`src/sv/sosc_pkg.sv`:
```
// Shared types and constants for the shunt offset calibration and scaling block.
`timescale 1ns / 1ps

package sosc_pkg;

  localparam int RAW_W     = 12;
  localparam int CUR_W     = 16;
  localparam int SCALE_W   = 24;
  localparam int SUM_W     = 16;
  localparam int OFS_W     = 12;
  localparam int CH_N      = 4;
  localparam int CH_BUS    = 3;
  localparam int CFG_IDX_W = 2;
  localparam int FRAC_W    = 16;

  localparam logic [CFG_IDX_W-1:0] CFG_PHASE_SCALE = 2'd0;
  localparam logic [CFG_IDX_W-1:0] CFG_BUS_SCALE   = 2'd1;

  localparam logic [SCALE_W-1:0] SCALE_RESET = 24'd65536;

  typedef logic [RAW_W-1:0] raw_t;

  typedef struct packed {
    raw_t raw_a;
    raw_t raw_b;
    raw_t raw_c;
    raw_t raw_bus;
  } in_item_t;

  typedef struct packed {
    logic signed [CUR_W-1:0] current_a;
    logic signed [CUR_W-1:0] current_b;
    logic signed [CUR_W-1:0] current_c;
    logic signed [CUR_W-1:0] current_bus;
    logic                    calibrated;
  } out_item_t;

endpackage

```
`src/sv/sosc_calib.sv`:
```
// Offset accumulator and constant-divisor averaging for the four shunt channels.
`timescale 1ns / 1ps

module sosc_calib #(
  parameter int CALIB_SAMPLES = 10
) (
  input  logic               clk,
  input  logic               rst_n,
  input  logic               load,
  input  sosc_pkg::in_item_t item,
  output logic [sosc_pkg::OFS_W-1:0] offset [sosc_pkg::CH_N],
  output logic               item_cal
);
  import sosc_pkg::*;

  localparam int CNT_W  = (CALIB_SAMPLES > 1) ? $clog2(CALIB_SAMPLES) : 1;
  localparam int DIV_SH = SUM_W + 5;
  localparam int MUL_W  = DIV_SH + 1;
  localparam int DPR_W  = SUM_W + MUL_W;
  localparam logic [MUL_W-1:0] DIV_MUL =
    MUL_W'(((2 ** DIV_SH) + CALIB_SAMPLES - 1) / CALIB_SAMPLES);
  localparam logic [CNT_W-1:0] CNT_LAST = CNT_W'(CALIB_SAMPLES - 1);

  logic [SUM_W-1:0] sum_r   [CH_N];
  logic [SUM_W-1:0] sum_nxt [CH_N];
  logic [OFS_W-1:0] offset_r [CH_N];
  logic [OFS_W-1:0] quot     [CH_N];
  logic [DPR_W-1:0] dprod    [CH_N];
  logic [CNT_W-1:0] cnt_r;
  logic             ready_r;
  logic             last;
  raw_t             raw [CH_N];

  assign raw[0] = item.raw_a;
  assign raw[1] = item.raw_b;
  assign raw[2] = item.raw_c;
  assign raw[3] = item.raw_bus;

  assign last     = !ready_r && (cnt_r == CNT_LAST);
  assign item_cal = ready_r || last;

  // The reciprocal is exact for every 16-bit sum and divisor up to 16.
  always_comb begin
    for (int ch = 0; ch < CH_N; ch++) begin
      sum_nxt[ch] = sum_r[ch] + SUM_W'(raw[ch]);
      dprod[ch]   = DPR_W'(sum_nxt[ch]) * DPR_W'(DIV_MUL);
      quot[ch]    = dprod[ch][DIV_SH +: OFS_W];
    end
  end

  always_ff @(posedge clk) begin
    if (!rst_n) begin
      cnt_r   <= '0;
      ready_r <= 1'b0;
      for (int ch = 0; ch < CH_N; ch++) begin
        sum_r[ch]    <= '0;
        offset_r[ch] <= '0;
      end
    end else if (load && !ready_r) begin
      for (int ch = 0; ch < CH_N; ch++) begin
        sum_r[ch] <= sum_nxt[ch];
      end
      if (last) begin
        ready_r <= 1'b1;
        for (int ch = 0; ch < CH_N; ch++) begin
          offset_r[ch] <= quot[ch];
        end
      end else begin
        cnt_r <= cnt_r + CNT_W'(1);
      end
    end
  end

  assign offset = offset_r;

`ifndef ASSERT_OFF
  a_ready_sticky: assert property (@(posedge clk) disable iff (!rst_n)
    ready_r |=> ready_r)
    else $error("calibration flag dropped");
  a_offsets_frozen: assert property (@(posedge clk) disable iff (!rst_n)
    ready_r |=> $stable(offset_r[0]) && $stable(offset_r[1]) &&
                $stable(offset_r[2]) && $stable(offset_r[3]))
    else $error("offsets changed after calibration");
  a_cnt_range: assert property (@(posedge clk) disable iff (!rst_n)
    cnt_r <= CNT_LAST)
    else $error("sample count beyond calibration length");
  a_last_sets_ready: assert property (@(posedge clk) disable iff (!rst_n)
    load && last |=> ready_r)
    else $error("last calibration item did not set the flag");
`endif

endmodule

```
`src/sv/shunt_offset_calibrate_and_scale_top.sv`:
```
// Top level: input stage, offset calibration, scaling multiply and saturating output.
// One item per cycle sustained while out_stall is low.
// The ready path is a bubble-collapsing pipeline of four registered stages.
// Stage one sums and averages the offsets, stage three holds the scale products.
// Synchronous active-low reset clears all valids, counts, sums and offsets,
// and sets both scale registers to 65536; no clearing pass is needed.
`timescale 1ns / 1ps

module shunt_offset_calibrate_and_scale_top #(
  parameter int CALIB_SAMPLES = 10
) (
  input  logic                                clk,
  input  logic                                rst_n,
  input  logic                                in_valid,
  output logic                                in_stall,
  input  sosc_pkg::in_item_t                  in_item,
  output logic                                out_valid,
  input  logic                                out_stall,
  output sosc_pkg::out_item_t                 out_item,
  input  logic                                cfg_wen,
  input  logic [sosc_pkg::CFG_IDX_W-1:0]      cfg_index,
  input  logic [sosc_pkg::SCALE_W-1:0]        cfg_wdata
);
  import sosc_pkg::*;

  localparam int DIFF_W = RAW_W + 1;
  localparam int SCS_W  = SCALE_W + 1;
  localparam int PROD_W = DIFF_W + SCS_W;
  localparam int SH_W   = PROD_W - FRAC_W;

  logic [SCALE_W-1:0] phase_scale_r;
  logic [SCALE_W-1:0] bus_scale_r;

  logic      v1_r, v2_r, v3_r, out_valid_r;
  logic      rdy1, rdy2, rdy3, rdy_out;
  in_item_t  raw1_r, raw2_r;
  logic      cal2_r, cal3_r;
  logic      item_cal;
  out_item_t out_item_r, out_item_nxt;

  logic [OFS_W-1:0]         offset  [CH_N];
  raw_t                     raw2    [CH_N];
  logic signed [DIFF_W-1:0] diff    [CH_N];
  logic signed [SCS_W-1:0]  scale_s [CH_N];
  logic signed [PROD_W-1:0] prod_nxt [CH_N];
  logic signed [PROD_W-1:0] prod_r   [CH_N];
  logic signed [SH_W-1:0]   shifted  [CH_N];
  logic signed [CUR_W-1:0]  cur      [CH_N];

  assign rdy_out  = !out_valid_r || !out_stall;
  assign rdy3     = !v3_r || rdy_out;
  assign rdy2     = !v2_r || rdy3;
  assign rdy1     = !v1_r || rdy2;
  assign in_stall = !rdy1;

  always_ff @(posedge clk) begin
    if (!rst_n) begin
      phase_scale_r <= SCALE_RESET;
      bus_scale_r   <= SCALE_RESET;
    end else if (cfg_wen) begin
      case (cfg_index)
        CFG_PHASE_SCALE: phase_scale_r <= cfg_wdata;
        CFG_BUS_SCALE:   bus_scale_r   <= cfg_wdata;
        default: ;
      endcase
    end
  end

  always_ff @(posedge clk) begin
    if (!rst_n) begin
      v1_r <= 1'b0;
    end else if (rdy1) begin
      v1_r <= in_valid;
    end
  end

  always_ff @(posedge clk) begin
    if (rdy1 && in_valid) begin
      raw1_r <= in_item;
    end
  end

  sosc_calib #(
    .CALIB_SAMPLES(CALIB_SAMPLES)
  ) u_calib (
    .clk      (clk),
    .rst_n    (rst_n),
    .load     (v1_r && rdy2),
    .item     (raw1_r),
    .offset   (offset),
    .item_cal (item_cal)
  );

  always_ff @(posedge clk) begin
    if (!rst_n) begin
      v2_r <= 1'b0;
    end else if (rdy2) begin
      v2_r <= v1_r;
    end
  end

  always_ff @(posedge clk) begin
    if (rdy2 && v1_r) begin
      raw2_r <= raw1_r;
      cal2_r <= item_cal;
    end
  end

  assign raw2[0] = raw2_r.raw_a;
  assign raw2[1] = raw2_r.raw_b;
  assign raw2[2] = raw2_r.raw_c;
  assign raw2[3] = raw2_r.raw_bus;

  always_comb begin
    for (int ch = 0; ch < CH_N; ch++) begin
      diff[ch]     = $signed({1'b0, raw2[ch]}) - $signed({1'b0, offset[ch]});
      scale_s[ch]  = (ch == CH_BUS) ? $signed({1'b0, bus_scale_r})
                                    : $signed({1'b0, phase_scale_r});
      prod_nxt[ch] = diff[ch] * scale_s[ch];
    end
  end

  always_ff @(posedge clk) begin
    if (!rst_n) begin
      v3_r <= 1'b0;
    end else if (rdy3) begin
      v3_r <= v2_r;
    end
  end

  always_ff @(posedge clk) begin
    if (rdy3 && v2_r) begin
      prod_r <= prod_nxt;
      cal3_r <= cal2_r;
    end
  end

  // Arithmetic shift gives floor rounding, then clamp to the 16-bit range; uncalibrated items give zero.
  always_comb begin
    for (int ch = 0; ch < CH_N; ch++) begin
      shifted[ch] = prod_r[ch][PROD_W-1:FRAC_W];
      if (!cal3_r) begin
        cur[ch] = '0;
      end else if (!shifted[ch][SH_W-1] && (|shifted[ch][SH_W-2:CUR_W-1])) begin
        cur[ch] = {1'b0, {(CUR_W-1){1'b1}}};
      end else if (shifted[ch][SH_W-1] && !(&shifted[ch][SH_W-2:CUR_W-1])) begin
        cur[ch] = {1'b1, {(CUR_W-1){1'b0}}};
      end else begin
        cur[ch] = shifted[ch][CUR_W-1:0];
      end
    end
    out_item_nxt.current_a   = cur[0];
    out_item_nxt.current_b   = cur[1];
    out_item_nxt.current_c   = cur[2];
    out_item_nxt.current_bus = cur[3];
    out_item_nxt.calibrated  = cal3_r;
  end

  always_ff @(posedge clk) begin
    if (!rst_n) begin
      out_valid_r <= 1'b0;
    end else if (rdy_out) begin
      out_valid_r <= v3_r;
    end
  end

  always_ff @(posedge clk) begin
    if (rdy_out && v3_r) begin
      out_item_r <= out_item_nxt;
    end
  end

  assign out_valid = out_valid_r;
  assign out_item  = out_item_r;

`ifndef ASSERT_OFF
  a_uncal_zero: assert property (@(posedge clk) disable iff (!rst_n)
    out_valid_r && !out_item_r.calibrated |->
      out_item_r.current_a == '0 && out_item_r.current_b == '0 &&
      out_item_r.current_c == '0 && out_item_r.current_bus == '0)
    else $error("current reported before calibration");
  a_empty_no_stall: assert property (@(posedge clk) disable iff (!rst_n)
    !v1_r |-> !in_stall)
    else $error("input stalled with an empty input stage");
  a_cal_order: assert property (@(posedge clk) disable iff (!rst_n)
    v3_r && cal3_r && v2_r |-> cal2_r)
    else $error("calibrated item followed by an uncalibrated one");
`endif

endmodule

```
`config.mk`:
```
export PLATFORM = sky130hd
export DESIGN_NAME = shunt_offset_calibrate_and_scale_top
export DESIGN_NICKNAME = d
export VERILOG_FILES = /design/src/sv/sosc_pkg.sv /design/src/sv/sosc_calib.sv /design/src/sv/shunt_offset_calibrate_and_scale_top.sv
export SDC_FILE = /design/constraint.sdc
export NUM_CORES = 2
export LEC_CHECK = 0
export BUFFER_PORTS_ARGS = -buffer_cell sky130_fd_sc_hd__buf_2
export CAP_MARGIN = 15
export CORE_MARGIN = 2
export CORE_UTILIZATION = 40
export DETAILED_ROUTE_END_ITERATION = 10
export PLACE_DENSITY_LB_ADDON = 0.05
export SLEW_MARGIN = 20
export SYNTH_ARGS = -nofsm -noshare
export SYNTH_HDL_FRONTEND = slang
export SYNTH_SLANG_ARGS = --single-unit
```
`constraint.sdc`:
```
create_clock -name clk -period 13.24 [get_ports clk]
set_input_delay 0 -clock clk [delete_from_list [all_inputs] [get_ports clk]]
set_output_delay 0 -clock clk [all_outputs]
set_load 0.01 [all_outputs]
```
## Word-level counts from Yosys, hierarchy flattened

Memory sizes are Yosys's and may differ from the RTL's.
Cells that the tools add are included.

| operators by class | value |
|---|---|
| add/subtract/negate cells | 9 |
| multipliers | 8 |
| eq/ne operators | 2 |
| mux-type cells | 16 |
| bitwise operators | 6 |
| reductions and logical operators | 51 |

Operator list:

| operator | number |
|---|---|
| 13-bit by 25-bit multiplier with 38-bit output | 4 |
| 16-bit 2-to-1 mux | 8 |
| 16-bit by 16-bit multiplier with 31-bit output, second input constant | 4 |
| 16-bit by 12-bit adder with 16-bit output | 4 |
| 15-bit 2-to-1 mux | 4 |
| 12-bit by 12-bit subtractor with 13-bit output | 4 |
| 6-bit AND reduction | 4 |
| 6-bit OR reduction | 4 |
| 1-bit logical NOT | 15 |
| 1-bit logical AND | 14 |
| 2-bit AND reduction | 4 |
| 2-bit OR reduction | 4 |
| 1-bit logical OR | 5 |
| 4-bit by 1-bit adder with 4-bit output, second input constant | 1 |
| 4-bit equality test, second input constant | 1 |
| 1-bit 2-to-1 mux | 4 |
| 1-bit bitwise OR | 4 |
| 2-bit by 1-bit equality test with 1-bit output, second input constant | 1 |
| 2-bit logical NOT | 1 |
| 1-bit NOT | 2 |

| storage, ports and cells | value |
|---|---|
| flip-flop bits (word level) | 420 |
| bits in writable memories | 64 |
| memories | 1 |

Memories:

| memory | words | width | read ports | clocked after Yosys merged registers in | write ports | RTL line | text |
|---|---|---|---|---|---|---|---|
| u_calib.sum_r | 4 | 16 | 4 | 0 | 4 | sosc_calib.sv:24 | `logic [SUM_W-1:0] sum_r [CH_N];` |

## Logic depth before layout (Yosys ltp)

| logic depth | value |
|---|---|
| depth after elaboration | 10 |
| mapped depth | 39 |
| mapped depth without buffers | 38 |

## Modules after synthesis

A second synthesis with hierarchy kept.

| unflattened totals | value |
|---|---|
| cells, all modules | 7866 |
| area, all modules | 75702.6 um2 |

By module, submodules not included:

| module | instances | cells each | area an instance (um2) | seq. area each (um2) |
|---|---|---|---|---|
| shunt_offset_calibrate_and_scale_top | 1 | 5380 | 51851.0 | 8578.2 |
| sosc_calib | 1 | 2486 | 23851.6 | 2982.9 |

## Least setup slack after synthesis

OpenSTA, ideal clock, no wires.

| timing path | value |
|---|---|
| path kind | flip-flop to flip-flop |
| start | register u_calib.offset_r, in the netlist u_calib.offset[13] |
| end | register prod_r[75] in the netlist's numbering (data pin) |
| arrival | 7.943 ns |
| path slack | 5.034 ns |
| stages on the path, launching flop included | 37 |
| buffers on the path | 0 |
| clock period less this slack | 8.206 ns |
| cell sequence | dfxtp_1 -> inv_1 -> ha_1 -> nor2b_1 -> o21ai_1 -> a21boi_0 -> o21ai_0 -> a21boi_1 -> o21ai_0 -> a21boi_1 -> o21ai_0 -> a21boi_0 -> o21ai_0 -> a21boi_0 -> or3b_2 -> fa_1 -> fa_1 -> inv_1 -> fa_1 -> fa_1 -> fa_1 -> inv_1 -> fa_1 -> inv_1 -> ha_1 -> a21oi_1 -> o21ai_0 -> o21ai_1 -> and4_1 -> o21ai_2 -> a21o_1 -> a41o_1 -> o211ai_1 -> a21boi_1 -> o21a_1 -> o41ai_2 -> xnor2_1 |

RTL lines:

| item | RTL line | text |
|---|---|---|
| start, declared | sosc_calib.sv:26 | `logic [OFS_W-1:0] offset_r [CH_N];` |
| start signal, assigned by index | sosc_calib.sv:66 | `offset_r[ch] <= quot[ch];` |
| end signal, assigned | shunt_offset_calibrate_and_scale_top.sv:133 | `prod_r <= prod_nxt;` |
| end, declared | shunt_offset_calibrate_and_scale_top.sv:46 | `logic signed [PROD_W-1:0] prod_r [CH_N];` |

==> results.toml <==
[status]
status = "finished, final reports clean"

[synth]
synth_edf_count = 315
muxShareOfSynthArea = 0.0006851
yosys-top-cells-area = "fa_1, ha_1, edfxtp_1"
ys_warn_count = 0
synth-simple-area-share = 0.1345
syn_avg_cell_area_sq_um = 9.777
synth_top_family_by_area = "adder cells"
synth_cell_types = 69
synth_xor_area_frac = 0.02290
synth_top_area_frac = 0.3552
syn_area_sq_um = 73050
ys_async_sr_fraction = 0
ys_seq_area_frac = 0.1583
yosys.area_share.adder = 0.5357
synth_fp_nets = 9901
synth.largest_area_cell = "fa_1"
synth_ff_type = "edfxtp_1"
synth_compound_area_frac = 0.05369
ys_ff_latch = 420
synth_cells = 7472

[global_routing]
grt-ovfl-total = 0
grt_pass1_wl_um = 310600
grt_usage = 0.2153
grt_max_degree = 83
antenna_found_initial = 4
grt_pass1_vias = 53560

[final_layout]
nFillCells = 17670
area_delta_synth_final_pct = 9.050
nets = 10050
drive_gt1_frac = 0.05781
design_area_sq_um = 79660

[worst_setup_path]
r2r_slack_ns = 3.41
cp-end-kind = "register"
slowest_stage = "o31ai_1"
crit_arrival_ns = 10.28
start_kind = "register"
cp.required_ns = 13.69
cp_common_cell = "fa_1"
worstPathMaxFanout = 24
critical_path_class = "register to register"
max_stage_delay_ns = 0.74

[sta]
maxSlewViolCount = 0
setup_violations = 0
fin_crit_sh = 0.7424
slew-limit-headroom = 0.2534
tightest_slew_ns = 1.112
holdWs_ns = 0.05335
fin_crit_ns = 9.829
fmax_mhz = 101.7
tns_ns = 0
rsz0062_at_grt = "no"
hold_viol = 0
skew_ns = 0.04682

[clock_network]
clk_pin_slew_ns = 0.06
ctsRootBufferMaster = "clkbuf_16"
numCtsBuffers = 56
tritoncts = "built"
cts.path.max_buffers = 3
htree_levels = 2
clock_latency_ns = 0.70
cts-resized-gates = 0
cts_setup_buffers = 0
cts.sinks = 420

[routing]
drt_iter0_drc = 2197
drt-total-wl_um = 193900
drc = 0
dr.pass1.iters = 6
wl_per_cell_um = 19.32
vias = 49360
viasPerCell = 4.918
postRouteAntennaNets = 0

[placed_design]
routabilityCongestion = 0.8561
dp_hpwl_um = 151200
numPortBuffers = 145
place_area_sq_um = 76660

[floorplan]
core_sq_um = 181100
die_h_um = 431.4
row_count = 156
die-area_sq_um = 186100
die_w_um = 431.4
initial_core_util = 0.4033
pin_count = 146

[min_path]
min_path_type = "primary input to register"

[run]
timing.max_cap.violations = 0
[state kept, by name, indices dropped and copies added (netlist names)]
signal,count
bus_scale_r,24
cal2_r,1
cal3_r,1
out_item,65
out_valid,1
phase_scale_r,24
prod_r,88
raw1_r,48
raw2,48
u_calib.cnt_r,4
u_calib.offset,48
u_calib.ready_r,1
u_calib.sum_r,64
v1_r,1
v2_r,1
v3_r,1
[per-layer routing]
layer / track usage / wire length [um] / up-vias
met4: 0.04637 / 4310 / 0
li1: - / - / 23420
met2: 0.3567 / 91170 / 732
met1: 0.3040 / 91660 / 25050
met5: 0 / 0 / -
met3: 0.02383 / 6741 / 162
[final timing paths]
path / startpoint / end / depth (start not counted)
worst min register to register: cal2_r / cal3_r / 0
worst min-delay path: in_item[26] / raw1_r[26] / 2
worst max register to register: u_calib.offset[1] / prod_r[36] / 35
worst max-delay path: u_calib.offset[1] / prod_r[36] / 35
[cells in the final DEF (no fill, tap or decap), drive strengths merged, types with 8 or more instances in the layout]
| cell | instances |
|---|---|
| inv | 1560 |
| fa | 1296 |
| ha | 1054 |
| nand2 | 917 |
| nor2 | 382 |
| edfxtp | 315 |
| buf | 252 |
| and2 | 245 |
| xnor2 | 147 |
| a21oi | 137 |
| o21ai | 125 |
| nor2b | 119 |
| dlygate4sd3 | 114 |
| nand2b | 114 |
| dfxtp | 105 |
| a21boi | 87 |
| a21o | 80 |
| clkbuf | 72 |
| nor3b | 64 |
| nand3 | 53 |
| and3 | 50 |
| xor2 | 44 |
| o21bai | 41 |
| or2 | 33 |
| o21a | 33 |
| nor3 | 26 |
| or3b | 23 |
| nand4 | 21 |
| clkinv | 18 |
| a211oi | 13 |
| o211ai | 12 |
| a211o | 10 |
| or3 | 8 |
| o31ai | 8 |
[logic make-up (layout without fill, tap and decap cells)]
kind of cell | after synthesis | after routing
AO/OA/AOI/OAI | 595 | 595
multiplexers | 5 | 5
other | 0 | 2
adder cells (fa/ha/maj) | 2350 | 2350
AND/OR/NAND/NOR | 2077 | 2077
flip-flops | 420 | 420
buffers and inverters | 1834 | 2025
XOR/XNOR | 191 | 191
[cell usage after synthesis, types with 107 or more instances]
| library cell | instances |
|---|---|
| o21ai_0 | 107 |
| xnor2_1 | 147 |
| fa_1 | 1296 |
| nand2b_1 | 114 |
| nor2_1 | 381 |
| nand2_1 | 917 |
| edfxtp_1 | 315 |
| nor2b_1 | 119 |
| a21oi_1 | 136 |
| inv_1 | 1554 |
| and2_1 | 245 |
| ha_1 | 1054 |
| clkbuf_1 | 275 |
[timing repair]
action                                  4_1_cts  5_1_grt
endpoints found under the hold margin       144        0
endpoints found under the setup margin        0        0
hold buffers                                114        0
[worst max-delay path, delay by kind of cell, from the launching register on]
| family | cells | cell delay, ns |
|---|---|---|
| buf+inv | 4 | 0.21 |
| fa+ha+maj | 8 | 3.42 |
| compound gates | 17 | 4.23 |
| xor+xnor | 1 | 0.12 |
| flops | 1 | 0.38 |
| simple gates | 5 | 1.22 |
[layout make-up]
type | instances | area, sq um | share of cell area
repair buffers | 366 | 2673 | 0.03355
clock inverters | 33 | 341.6 | 0.004288
diodes | 2 | 5.005 | 0.00006282
flip-flops and latches | 420 | 11560 | 0.1452
multi-input cells | 5218 | 54770 | 0.6875
inverters | 1554 | 5833 | 0.07322
well taps | 2370 | 2965 | 0.03722
clock buffers | 72 | 1511 | 0.01897
[through the flow]
stage                     worst slack, ns  utilization  cells
after global placement              2.988       0.4232   9814
after CTS                           3.041       0.4398  10030
after floorplan                     5.034            -   7472
after global routing                2.532       0.4398  10030
after detailed placement            3.043       0.4232   9814
final                               3.411       0.4398  10040
Power is left out: the tool's default activity adds up to more than one toggle a clock period on the data nets, which glitch-free logic cannot reach.
